### src/hw/rtl/fsw_pkg.sv
// ----------------------------------------------------------------------------
// fsw_pkg: shared definitions for the switch feedback supervisor
// Channel phase codes, configuration indexes, reset values and the
// per-channel status word.
// ----------------------------------------------------------------------------
package fsw_pkg;

    // Channel 0 precharge, 1 charge, 2 discharge.
    localparam int NUM_CHANNELS = 3;

    localparam int TIMEOUT_W = 10;
    localparam int RETRY_W   = 8;
    localparam int CFG_DW    = 10;
    localparam int CFG_IW    = 1;

    localparam logic [TIMEOUT_W-1:0] TIMEOUT_RESET = 10'd100;
    localparam logic [RETRY_W-1:0]   RETRY_RESET   = 8'd20;
    localparam logic [RETRY_W-1:0]   MISMATCH_MAX  = 8'hFF;

    // Configuration register indexes.
    localparam logic [CFG_IW-1:0] CFG_TIMEOUT = 1'd0;
    localparam logic [CFG_IW-1:0] CFG_RETRY   = 1'd1;

    // Phase of one channel; codes 2, 5 and 6 are unused.
    typedef enum logic [2:0] {
        PH_CLOSED = 3'd0,
        PH_OPEN   = 3'd1,
        PH_CHECK  = 3'd3,
        PH_SHORT  = 3'd4,
        PH_FAULT  = 3'd7
    } t_phase;

    // Per-channel result of one tick.
    typedef struct packed {
        logic strobe;
        logic level;
        logic retry;
        logic short_wait;
        logic fault;
    } t_chan_status;

endpackage

### src/hw/rtl/fsw_in_if.sv
// ----------------------------------------------------------------------------
// fsw_in_if: control tick channel
// Commanded states, switch feedback and the short-circuit warning.
// ----------------------------------------------------------------------------
interface fsw_in_if;
    logic valid;
    logic ready;
    logic cmd_pre;
    logic cmd_chg;
    logic cmd_dsg;
    logic fb_pre;
    logic fb_chg;
    logic fb_dsg;
    logic short_warn;

    modport source (
        output valid, cmd_pre, cmd_chg, cmd_dsg, fb_pre, fb_chg, fb_dsg, short_warn,
        input  ready
    );
    modport sink (
        input  valid, cmd_pre, cmd_chg, cmd_dsg, fb_pre, fb_chg, fb_dsg, short_warn,
        output ready
    );
endinterface

### src/hw/rtl/fsw_out_if.sv
// ----------------------------------------------------------------------------
// fsw_out_if: supervisor result channel
// Drive strobes and levels, retry events, short waits and fault flags.
// ----------------------------------------------------------------------------
interface fsw_out_if;
    logic       valid;
    logic       ready;
    logic [2:0] drive_strobe;
    logic [2:0] drive_value;
    logic [2:0] retry_event;
    logic [2:0] short_wait;
    logic [2:0] fault;

    modport source (
        output valid, drive_strobe, drive_value, retry_event, short_wait, fault,
        input  ready
    );
    modport sink (
        input  valid, drive_strobe, drive_value, retry_event, short_wait, fault,
        output ready
    );
endinterface

### src/hw/rtl/fet_switch_feedback_supervisor.sv
// ----------------------------------------------------------------------------
// fet_switch_feedback_supervisor: power switch feedback supervisor
// Three per-channel state machines compare commanded switch states with
// feedback, reissue drives, time out, retry and latch faults.
// ----------------------------------------------------------------------------
//
//  Channel  Direction  Word
//  i_in     in         cmd_pre/chg/dsg, fb_pre/chg/dsg, short_warn
//  o_out    out        drive_strobe, drive_value, retry_event, short_wait, fault
//  i_cfg_*  in         register index and data, write enable
//
//  One word per cycle unless the output is stalled: a tick updates the channel
//  state registers and is loaded into the output register at the edge it is
//  accepted, so its result is offered in the next cycle. The output register
//  alone parts the two sides: a new tick is taken whenever the output register
//  is empty or being read. Synchronous reset puts every channel in the closed
//  phase with clear counters and restores the register defaults.
//
module fet_switch_feedback_supervisor (
    input  logic                          i_clk,
    input  logic                          i_rst_n,
    fsw_in_if.sink                        i_in,
    fsw_out_if.source                     o_out,
    input  logic                          i_cfg_wr_en,
    input  logic [fsw_pkg::CFG_IW-1:0]    i_cfg_idx,
    input  logic [fsw_pkg::CFG_DW-1:0]    i_cfg_data
);

    localparam int NC = fsw_pkg::NUM_CHANNELS;

    logic [fsw_pkg::TIMEOUT_W-1:0]  r_timeout;
    logic [fsw_pkg::RETRY_W-1:0]    r_retry_limit;
    logic [fsw_pkg::TIMEOUT_W-1:0]  limit_t;

    logic                           advance;
    logic                           in_ready;
    logic [NC-1:0]                  cmd_vec;
    logic [NC-1:0]                  fb_vec;
    fsw_pkg::t_chan_status          status [NC];

    logic [NC-1:0]                  n_strobe, n_value, n_retry, n_wait, n_fault;
    logic                           r_out_valid;
    logic [NC-1:0]                  r_strobe, r_value, r_retry, r_wait, r_fault;

    // Configuration registers.
    always_ff @(posedge i_clk) begin
        if (!i_rst_n) begin
            r_timeout     <= fsw_pkg::TIMEOUT_RESET;
            r_retry_limit <= fsw_pkg::RETRY_RESET;
        end else if (i_cfg_wr_en) begin
            unique case (i_cfg_idx)
                fsw_pkg::CFG_TIMEOUT: r_timeout     <= i_cfg_data[fsw_pkg::TIMEOUT_W-1:0];
                fsw_pkg::CFG_RETRY:   r_retry_limit <= i_cfg_data[fsw_pkg::RETRY_W-1:0];
                default:              r_timeout     <= r_timeout;
            endcase
        end
    end

    // A zero timeout behaves as one tick.
    assign limit_t = (r_timeout == '0) ? fsw_pkg::TIMEOUT_W'(1) : r_timeout;

    // Handshake: take a word whenever the output register can move.
    assign in_ready   = !r_out_valid || o_out.ready;
    assign advance    = i_in.valid && in_ready;
    assign i_in.ready = in_ready;

    assign cmd_vec = {i_in.cmd_dsg, i_in.cmd_chg, i_in.cmd_pre};
    assign fb_vec  = {i_in.fb_dsg,  i_in.fb_chg,  i_in.fb_pre};

    // One state machine per switch.
    for (genvar g = 0; g < NC; g++) begin : g_chan
        fsw_channel u_chan (
            .i_clk         (i_clk),
            .i_rst_n       (i_rst_n),
            .i_advance     (advance),
            .i_cmd         (cmd_vec[g]),
            .i_fb          (fb_vec[g]),
            .i_warn        (i_in.short_warn),
            .i_limit       (limit_t),
            .i_retry_limit (r_retry_limit),
            .o_status      (status[g])
        );
        assign n_strobe[g] = status[g].strobe;
        assign n_value[g]  = status[g].level;
        assign n_retry[g]  = status[g].retry;
        assign n_wait[g]   = status[g].short_wait;
        assign n_fault[g]  = status[g].fault;
    end

    // Output register.
    always_ff @(posedge i_clk) begin
        if (!i_rst_n) begin
            r_out_valid <= 1'b0;
        end else if (advance) begin
            r_out_valid <= 1'b1;
        end else if (o_out.ready) begin
            r_out_valid <= 1'b0;
        end
    end

    always_ff @(posedge i_clk) begin
        if (advance) begin
            r_strobe <= n_strobe;
            r_value  <= n_value;
            r_retry  <= n_retry;
            r_wait   <= n_wait;
            r_fault  <= n_fault;
        end
    end

    assign o_out.valid        = r_out_valid;
    assign o_out.drive_strobe = r_strobe;
    assign o_out.drive_value  = r_value;
    assign o_out.retry_event  = r_retry;
    assign o_out.short_wait   = r_wait;
    assign o_out.fault        = r_fault;

endmodule

### src/hw/rtl/fsw_channel.sv
// ----------------------------------------------------------------------------
// fsw_channel: state machine of one power switch
// Holds the phase, the pending tick counter and the mismatch counter, and
// advances them by one control tick when i_advance is high.
// ----------------------------------------------------------------------------
module fsw_channel (
    input  logic                              i_clk,
    input  logic                              i_rst_n,
    input  logic                              i_advance,
    input  logic                              i_cmd,
    input  logic                              i_fb,
    input  logic                              i_warn,
    input  logic [fsw_pkg::TIMEOUT_W-1:0]     i_limit,
    input  logic [fsw_pkg::RETRY_W-1:0]       i_retry_limit,
    output fsw_pkg::t_chan_status             o_status
);

    fsw_pkg::t_phase                  r_phase, n_phase;
    logic [fsw_pkg::TIMEOUT_W-1:0]    r_pending, n_pending;
    logic [fsw_pkg::RETRY_W-1:0]      r_mismatch, n_mismatch;

    logic                             want;
    logic                             drive_match;
    logic [fsw_pkg::TIMEOUT_W-1:0]    pend_inc;
    logic [fsw_pkg::TIMEOUT_W-1:0]    pend_step;
    logic [fsw_pkg::RETRY_W-1:0]      mis_sat;
    logic                             timed_out;
    logic                             limit_hit;

    // Shared terms: the level this phase drives toward and the counter steps.
    assign want        = (r_phase == fsw_pkg::PH_CLOSED);
    assign drive_match = (i_cmd == want);
    assign pend_inc    = r_pending + 1'b1;
    assign pend_step   = (i_fb == want) ? '0 : pend_inc;
    assign timed_out   = (pend_step >= i_limit);
    assign mis_sat     = (r_mismatch < fsw_pkg::MISMATCH_MAX) ? r_mismatch + 1'b1
                                                              : r_mismatch;
    assign limit_hit   = (mis_sat >= i_retry_limit);

    // Next phase.
    always_comb begin
        n_phase = r_phase;
        unique case (r_phase)
            fsw_pkg::PH_CLOSED, fsw_pkg::PH_OPEN: begin
                if (drive_match) begin
                    if (timed_out) begin
                        n_phase = fsw_pkg::PH_CHECK;
                    end else if (i_fb == want) begin
                        n_phase = want ? fsw_pkg::PH_OPEN : fsw_pkg::PH_CLOSED;
                    end
                end
            end
            fsw_pkg::PH_CHECK: begin
                if (i_warn) begin
                    n_phase = fsw_pkg::PH_SHORT;
                end else if (limit_hit) begin
                    n_phase = fsw_pkg::PH_FAULT;
                end else begin
                    n_phase = i_fb ? fsw_pkg::PH_OPEN : fsw_pkg::PH_CLOSED;
                end
            end
            fsw_pkg::PH_SHORT: begin
                if (!i_warn) begin
                    n_phase = fsw_pkg::PH_CLOSED;
                end
            end
            default: begin
                n_phase = r_phase;
            end
        endcase
    end

    // Counters and per-tick outputs.
    always_comb begin
        n_pending  = r_pending;
        n_mismatch = r_mismatch;
        o_status   = '0;
        unique case (r_phase)
            fsw_pkg::PH_CLOSED, fsw_pkg::PH_OPEN: begin
                if (drive_match) begin
                    o_status.strobe = 1'b1;
                    o_status.level  = want;
                    n_pending       = timed_out ? '0 : pend_step;
                    if (i_fb == want) begin
                        n_mismatch = '0;
                    end
                end
            end
            fsw_pkg::PH_CHECK: begin
                if (!i_warn) begin
                    o_status.retry = 1'b1;
                    n_mismatch     = mis_sat;
                end
            end
            default: begin
                n_pending = r_pending;
            end
        endcase
        o_status.short_wait = (n_phase == fsw_pkg::PH_SHORT);
        o_status.fault      = (n_phase == fsw_pkg::PH_FAULT);
    end

    // State registers advance once per accepted tick.
    always_ff @(posedge i_clk) begin
        if (!i_rst_n) begin
            r_phase    <= fsw_pkg::PH_CLOSED;
            r_pending  <= '0;
            r_mismatch <= '0;
        end else if (i_advance) begin
            r_phase    <= n_phase;
            r_pending  <= n_pending;
            r_mismatch <= n_mismatch;
        end
    end

endmodule
### src/flat_wrapper.sv
// flat-port wrapper written by rule: the top's interface ports become plain ports
module fet_switch_feedback_supervisor_flat 
  (i_clk, i_rst_n, i_cfg_wr_en, i_cfg_idx, i_cfg_data, i_in_valid, i_in_cmd_pre, i_in_cmd_chg, i_in_cmd_dsg, i_in_fb_pre, i_in_fb_chg, i_in_fb_dsg, i_in_short_warn, i_in_ready, o_out_valid, o_out_drive_strobe, o_out_drive_value, o_out_retry_event, o_out_short_wait, o_out_fault, o_out_ready);
  fsw_in_if i_in_i ();
  fsw_out_if o_out_i ();
  input  logic i_clk;
  input  logic i_rst_n;
  input  logic i_cfg_wr_en;
  input  logic [fsw_pkg::CFG_IW-1:0] i_cfg_idx;
  input  logic [fsw_pkg::CFG_DW-1:0] i_cfg_data;
  input wire logic [$bits(i_in_i.valid)-1:0] i_in_valid;
  input wire logic [$bits(i_in_i.cmd_pre)-1:0] i_in_cmd_pre;
  input wire logic [$bits(i_in_i.cmd_chg)-1:0] i_in_cmd_chg;
  input wire logic [$bits(i_in_i.cmd_dsg)-1:0] i_in_cmd_dsg;
  input wire logic [$bits(i_in_i.fb_pre)-1:0] i_in_fb_pre;
  input wire logic [$bits(i_in_i.fb_chg)-1:0] i_in_fb_chg;
  input wire logic [$bits(i_in_i.fb_dsg)-1:0] i_in_fb_dsg;
  input wire logic [$bits(i_in_i.short_warn)-1:0] i_in_short_warn;
  output wire logic [$bits(i_in_i.ready)-1:0] i_in_ready;
  output wire logic [$bits(o_out_i.valid)-1:0] o_out_valid;
  output wire logic [$bits(o_out_i.drive_strobe)-1:0] o_out_drive_strobe;
  output wire logic [$bits(o_out_i.drive_value)-1:0] o_out_drive_value;
  output wire logic [$bits(o_out_i.retry_event)-1:0] o_out_retry_event;
  output wire logic [$bits(o_out_i.short_wait)-1:0] o_out_short_wait;
  output wire logic [$bits(o_out_i.fault)-1:0] o_out_fault;
  input wire logic [$bits(o_out_i.ready)-1:0] o_out_ready;
  assign i_in_i.valid = i_in_valid;
  assign i_in_i.cmd_pre = i_in_cmd_pre;
  assign i_in_i.cmd_chg = i_in_cmd_chg;
  assign i_in_i.cmd_dsg = i_in_cmd_dsg;
  assign i_in_i.fb_pre = i_in_fb_pre;
  assign i_in_i.fb_chg = i_in_fb_chg;
  assign i_in_i.fb_dsg = i_in_fb_dsg;
  assign i_in_i.short_warn = i_in_short_warn;
  assign i_in_ready = i_in_i.ready;
  assign o_out_valid = o_out_i.valid;
  assign o_out_drive_strobe = o_out_i.drive_strobe;
  assign o_out_drive_value = o_out_i.drive_value;
  assign o_out_retry_event = o_out_i.retry_event;
  assign o_out_short_wait = o_out_i.short_wait;
  assign o_out_fault = o_out_i.fault;
  assign o_out_i.ready = o_out_ready;
  fet_switch_feedback_supervisor u_core (.i_clk(i_clk), .i_rst_n(i_rst_n), .i_in(i_in_i), .o_out(o_out_i), .i_cfg_wr_en(i_cfg_wr_en), .i_cfg_idx(i_cfg_idx), .i_cfg_data(i_cfg_data));
endmodule
### config.mk
export PLATFORM = sky130hd
export DESIGN_NAME = fet_switch_feedback_supervisor_flat
export DESIGN_NICKNAME = d
export VERILOG_FILES = /design/src/hw/rtl/fsw_pkg.sv /design/src/hw/rtl/fsw_in_if.sv /design/src/hw/rtl/fsw_out_if.sv /design/src/hw/rtl/fet_switch_feedback_supervisor.sv /design/src/hw/rtl/fsw_channel.sv /design/src/flat_wrapper.sv
export SDC_FILE = /design/constraint.sdc
export NUM_CORES = 1
export LEC_CHECK = 0
export ABC_AREA = 1
export BUFFER_PORTS_ARGS = -buffer_cell sky130_fd_sc_hd__buf_4
export CAP_MARGIN = 40
export CORE_MARGIN = 4
export CORE_UTILIZATION = 35
export DETAILED_ROUTE_END_ITERATION = 12
export PLACE_DENSITY_LB_ADDON = 0.3
export SLEW_MARGIN = 20
export SYNTH_ARGS = -nofsm -noshare
export SYNTH_HDL_FRONTEND = slang
export SYNTH_SLANG_ARGS = --single-unit
### constraint.sdc
create_clock -name i_clk -period 3.1 [get_ports i_clk]
set_input_delay 0.31 -clock i_clk [delete_from_list [all_inputs] [get_ports i_clk]]
set_output_delay 0.31 -clock i_clk [all_outputs]
set_load 0.02 [all_outputs]
Word level (Yosys, flattened, before mapping)

Cells that the tools add are included.
Widths: inputs -> output; s select.

Flip-flop bits (word level): 97
Logic and storage cells: 149

Order comparisons: 9
Mux-type cells: 55
Bitwise operators: 1
Equal/unequal tests: 30
Reduce and logical (&&, ||, !) cells: 25
Add/sub/neg operators: 6

Operator list:

| cell                  | number |
|---|---|
| $mux 8                | 12 |
| $mux 10               | 7 |
| $mux 3                | 18 |
| $pmux 8 s2            | 3 |
| $add 10x1->10 const B | 3 |
| $ge 10x10->1          | 3 |
| $eq 3x3->1 const B    | 9 |
| $pmux 3 s3            | 3 |
| $add 8x1->8 const B   | 3 |
| $ge 8x8->1            | 3 |
| $lt 8x8->1 const B    | 3 |
| $ne 2x2->1 const B    | 9 |
| $reduce_and 5->1      | 3 |
| $logic_not 10->1      | 1 |
| $reduce_and 2->1      | 5 |
| $eq 3x1->1 const B    | 3 |
| $eq 3x2->1 const B    | 3 |
| $logic_not 3->1       | 3 |
| $mux 1                | 9 |
| $reduce_and 3->1      | 3 |
| $reduce_bool 2->1     | 4 |
| $eq 1x1->1            | 6 |
| $mux 2                | 3 |
| $reduce_or 2->1       | 3 |
| other kinds (4)       | 4 |

Depth between registers and ports, before layout

Word-level depth: 8
Gate-level depth with buffers: 19
Depth with buffers taken out: 19

By module

A second synthesis with hierarchy kept.

Cells, all modules: 1028
Area total of the unflattened synthesis: 6867.8 um^2

Modules (own cells, without submodules):

| module                                | area an instance (um^2) | seq. area each (um^2) | times used | cells each |
|---|---|---|---|---|
| fsw_channel (u_core.g_chan[1].u_chan) | 1906.8                  | 420.4                 | 1          | 307 |
| fsw_channel (u_core.g_chan[0].u_chan) | 1886.8                  | 420.4                 | 1          | 309 |
| fsw_channel (u_core.g_chan[2].u_chan) | 1880.6                  | 420.4                 | 1          | 294 |
| fet_switch_feedback_supervisor        | 1193.6                  | 830.8                 | 1          | 118 |

Least setup slack after synthesis

Ideal clock, no wire load.

Path type: reg-to-reg
From: register u_core.g_chan[1].u_chan.r_pending[0] (netlist name)
To: register u_core.r_fault[1] (netlist: u_core.o_out.fault[1]) (data pin)
Arrival time: 2.143 ns
Setup slack: 0.698 ns
Buffers on the path: 0
Cell stages (with the launch flop): 15
Period minus slack after synthesis: 2.402 ns
Cell sequence: dfxtp_1 -> ha_1 -> nand3_1 -> nor3_1 -> a21oi_1 -> nor2_1 -> ha_1 -> nand2_1 -> a21oi_1 -> nor2_1 -> nand3_1 -> nand2_1 -> nand2_1 -> nor2_1 -> nor2_1

RTL lines:

| element                | RTL line                              | text |
|---|---|---|
| from (decl)            | fsw_channel.sv:19                     | `logic [fsw_pkg::TIMEOUT_W-1:0] r_pending, n_pending;` |
| from (signal assigned) | fsw_channel.sv:111                    | `r_pending <= n_pending;` |
| to (signal assigned)   | fet_switch_feedback_supervisor.sv:107 | `r_fault <= n_fault;` |
| to (decl)              | fet_switch_feedback_supervisor.sv:43  | `logic [NC-1:0] r_strobe, r_value, r_retry, r_wait, r_fault;` |

==> flow_summary_export.csv <==
group,metric,value,unit
clock_tree,post-cts-setup-buffer-count,0,
layout,final_nets,1088,
run_status,status,"finished clean",
detailed_routing,drt_iter0_markers,316,
layout,design_area,0.00739,mm^2
clock_tree,htreeDepth,3,
yosys,syn_area_per_cell,6.75,um^2
clock_tree,path_clk_slew,0.07,ns
critical_path,endpoint_kind,"flip-flop",
yosys,ys_async_sr_fraction,0,
pwr,p_leak,3.48,nW
timing,hold_slack,0.200,ns
die,coreArea,0.0181,mm^2
yosys,synth_area,0.00653,mm^2
detailed_routing,route.detailed.drc,0,
timing,max_freq,354,MHz
die,die_x,145,um
detailed_routing,wire_per_inst,12.9,um
pwr,power.total,3.06,mW
pwr,powerDensity,414,mW/mm^2
layout,final_cell_mix,"nand2_1 (298), inv_1 (113), a21oi_1 (98)",
pwr,vdd_drop_max,0.000303,V
yosys,ys.flop_type,"dfxtp_1",
yosys,synth.ff_latch_count,97,
critical_path,crit_required,3.21,ns
placement,dp_hpwl,12.1,mm
placement,post-place-ws,0.299,ns
detailed_routing,vias,6035,
yosys,synth_top_area_cell,"dfxtp_1",
timing,finClkSkew,0.0104,ns
clock_tree,cts_tree,"built",
yosys,synth_cells,968,
global_routing,gr-total-overflow,0,
placement,portBuffers,39,
timing,relSlewSlack,0.607,
layout,diodes,0,
critical_path,path_class,"flip-flop to flip-flop",
clock_tree,root_buffer,"clkbuf_16",
layout,synthToLayoutAreaGrowth,13.1,%
detailed_routing,postRouteAntennaNets,0,
layout,layout_commonest_cell,"nand2_1",
clock_tree,clkLatencyLatePin,0.35,ns
yosys,synth_area_leaders,"dfxtp_1 (25%), nand2_1 (17%), ha_1 (11%), a21oi_1 (7.5%), edfxtp_1 (6.9%)",
hold_path,hp-class,"input port to flip-flop",
global_routing,grt_pass1_wl,27.1,mm
clock_tree,cts_resized,0,
detailed_routing,drt_wl_total,16.0,mm
timing,slew_violations,0,
die,die_h,145,um
yosys,synth_edf_count,15,
global_routing,grt_pass1_vias,5588,
timing,rsz0062_at_grt,"false",
die,design.die.area,0.0209,mm^2
layout,fin_util,0.407,
critical_path,cp_max_fo,5,
detailed_routing,viasPerCell,4.87,
yosys,synth_top_area_frac,0.251,
timing,setup_tns,0,ns
placement,dpl_cell_area,0.00706,mm^2
layout,drive_gt1_frac,0.102,
clock_tree,holdBufCountCts,0,
clock_tree,cts_sinks,97,
clock_tree,cts_inserted_buffers,9,
timing,tightest_slew,0.589,ns
clock_tree,clockBufferDepth,2,
die,rows,49,
die,ioPinCount,40,
global_routing,antenna_found_initial,0,
timing,post-route-min-period,2.83,ns
critical_path,arrival,2.94,ns
yosys,syn-num-nets,1051,
timing,fin_ws,0.273,ns
die,start_util,0.360,
global_routing,grt.total_usage,0.162,
placement,finalWeightedCongestion,0.888,
timing,setup_viol,0,
placement,placedCellCount,1223,
yosys,ys_seq_area_frac,0.320,
timing,timing.final.crit_share,0.912,
job,cap_violations,0,
timing,hold_viol,0,
layout,fillers,1964,
layout,finalNonFillerCells,1239,
yosys,netlist-cell-type-count,41,
yosys,yosysWarnings,0,
detailed_routing,first_pass_iters,5,
global_routing,grt_max_degree,31,
critical_path,startpoint_type,"flip-flop",
sequential cells by signal, summed over array words and instances, names as in the netlist:
register and cells:
u_core.g_chan.u_chan.r_mismatch 24, u_core.o_out.drive_strobe 3, u_core.g_chan.u_chan.r_pending 30, u_core.o_out.valid 1, u_core.o_out.short_wait 3, u_core.r_retry_limit 8
u_core.g_chan.u_chan.r_phase 9, u_core.r_timeout 10, u_core.o_out.fault 3, u_core.o_out.retry_event 3, u_core.o_out.drive_value 3
synthesized netlist by cell type, drive strengths merged, types with 2 or more instances:
library cell / n
a21boi: 5
a21o: 3
a21oi: 102
buf: 4
clkbuf: 12
dfxtp: 82
edfxtp: 15
ha: 60
inv: 126
nand2: 307
nand3: 54
nand4: 9
nor2: 104
nor3: 16
nor4: 2
o211ai: 5
o21a: 4
o21ai: 37
o21bai: 2
xnor2: 7
xor2: 9
power breakdown:
part / internal, mW / total [mW] / switching [mW]
sequential: 1.32 / 1.36 / 0.0322
combinational: 0.156 / 0.488 / 0.332
clock: 0.685 / 1.22 / 0.532
worst max-delay path, stage by stage (launching register included):
cell     delay, ns
dfxtp_1       0.41
ha_1          0.22
nand3_1       0.13
nor3_1        0.34
a21oi_1       0.11
nor2_1        0.22
ha_1          0.27
nand2_1       0.08
a21oi_1       0.04
nor2_1        0.09
nand3_1       0.21
nand2_1       0.17
nand2_1       0.06
nor2_1        0.15
nor2_1        0.07
cells by family after synthesis:
kind of cell	share of synthesized area
flops	0.320
fa+ha+maj	0.115
buf+inv	0.0835
compound gates	0.135
xor+xnor	0.0243
simple gates	0.322
final cells by class:
type | count | area (um^2) | share of cell area
clock buffer | 10 | 250 | 0.0339
timing repair buffer | 42 | 315 | 0.0427
multi-input combinational | 729 | 3890 | 0.527
sequential | 97 | 2090 | 0.283
clock inverter | 6 | 71.3 | 0.00966
inverter | 126 | 478 | 0.0647
tap | 229 | 287 | 0.0388
path summary, 6_finish.rpt:
path	start	endpoint	slack (ns)	depth (start not counted)
setup / recovery	u_core.g_chan[1].u_chan.r_pending[0]	u_core.o_out.fault[1]	0.27	14
setup reg to reg	u_core.g_chan[1].u_chan.r_pending[0]	u_core.o_out.fault[1]	0.27	14
hold / removal	i_cfg_data[6]	u_core.r_timeout[6]	0.20	3
hold reg to reg	u_core.g_chan[0].u_chan.r_pending[9]	u_core.g_chan[0].u_chan.r_pending[9]	0.47	2
routing by layer:
layer,vias to the layer above,track usage,wire (um)
li1,3220,-,-
met3,13,0.0255,687
met4,0,0.0481,233
met1,2692,0.232,8330
met2,110,0.250,6720
met5,-,0,0
Note: power is estimated with default switching activity, not from simulation.
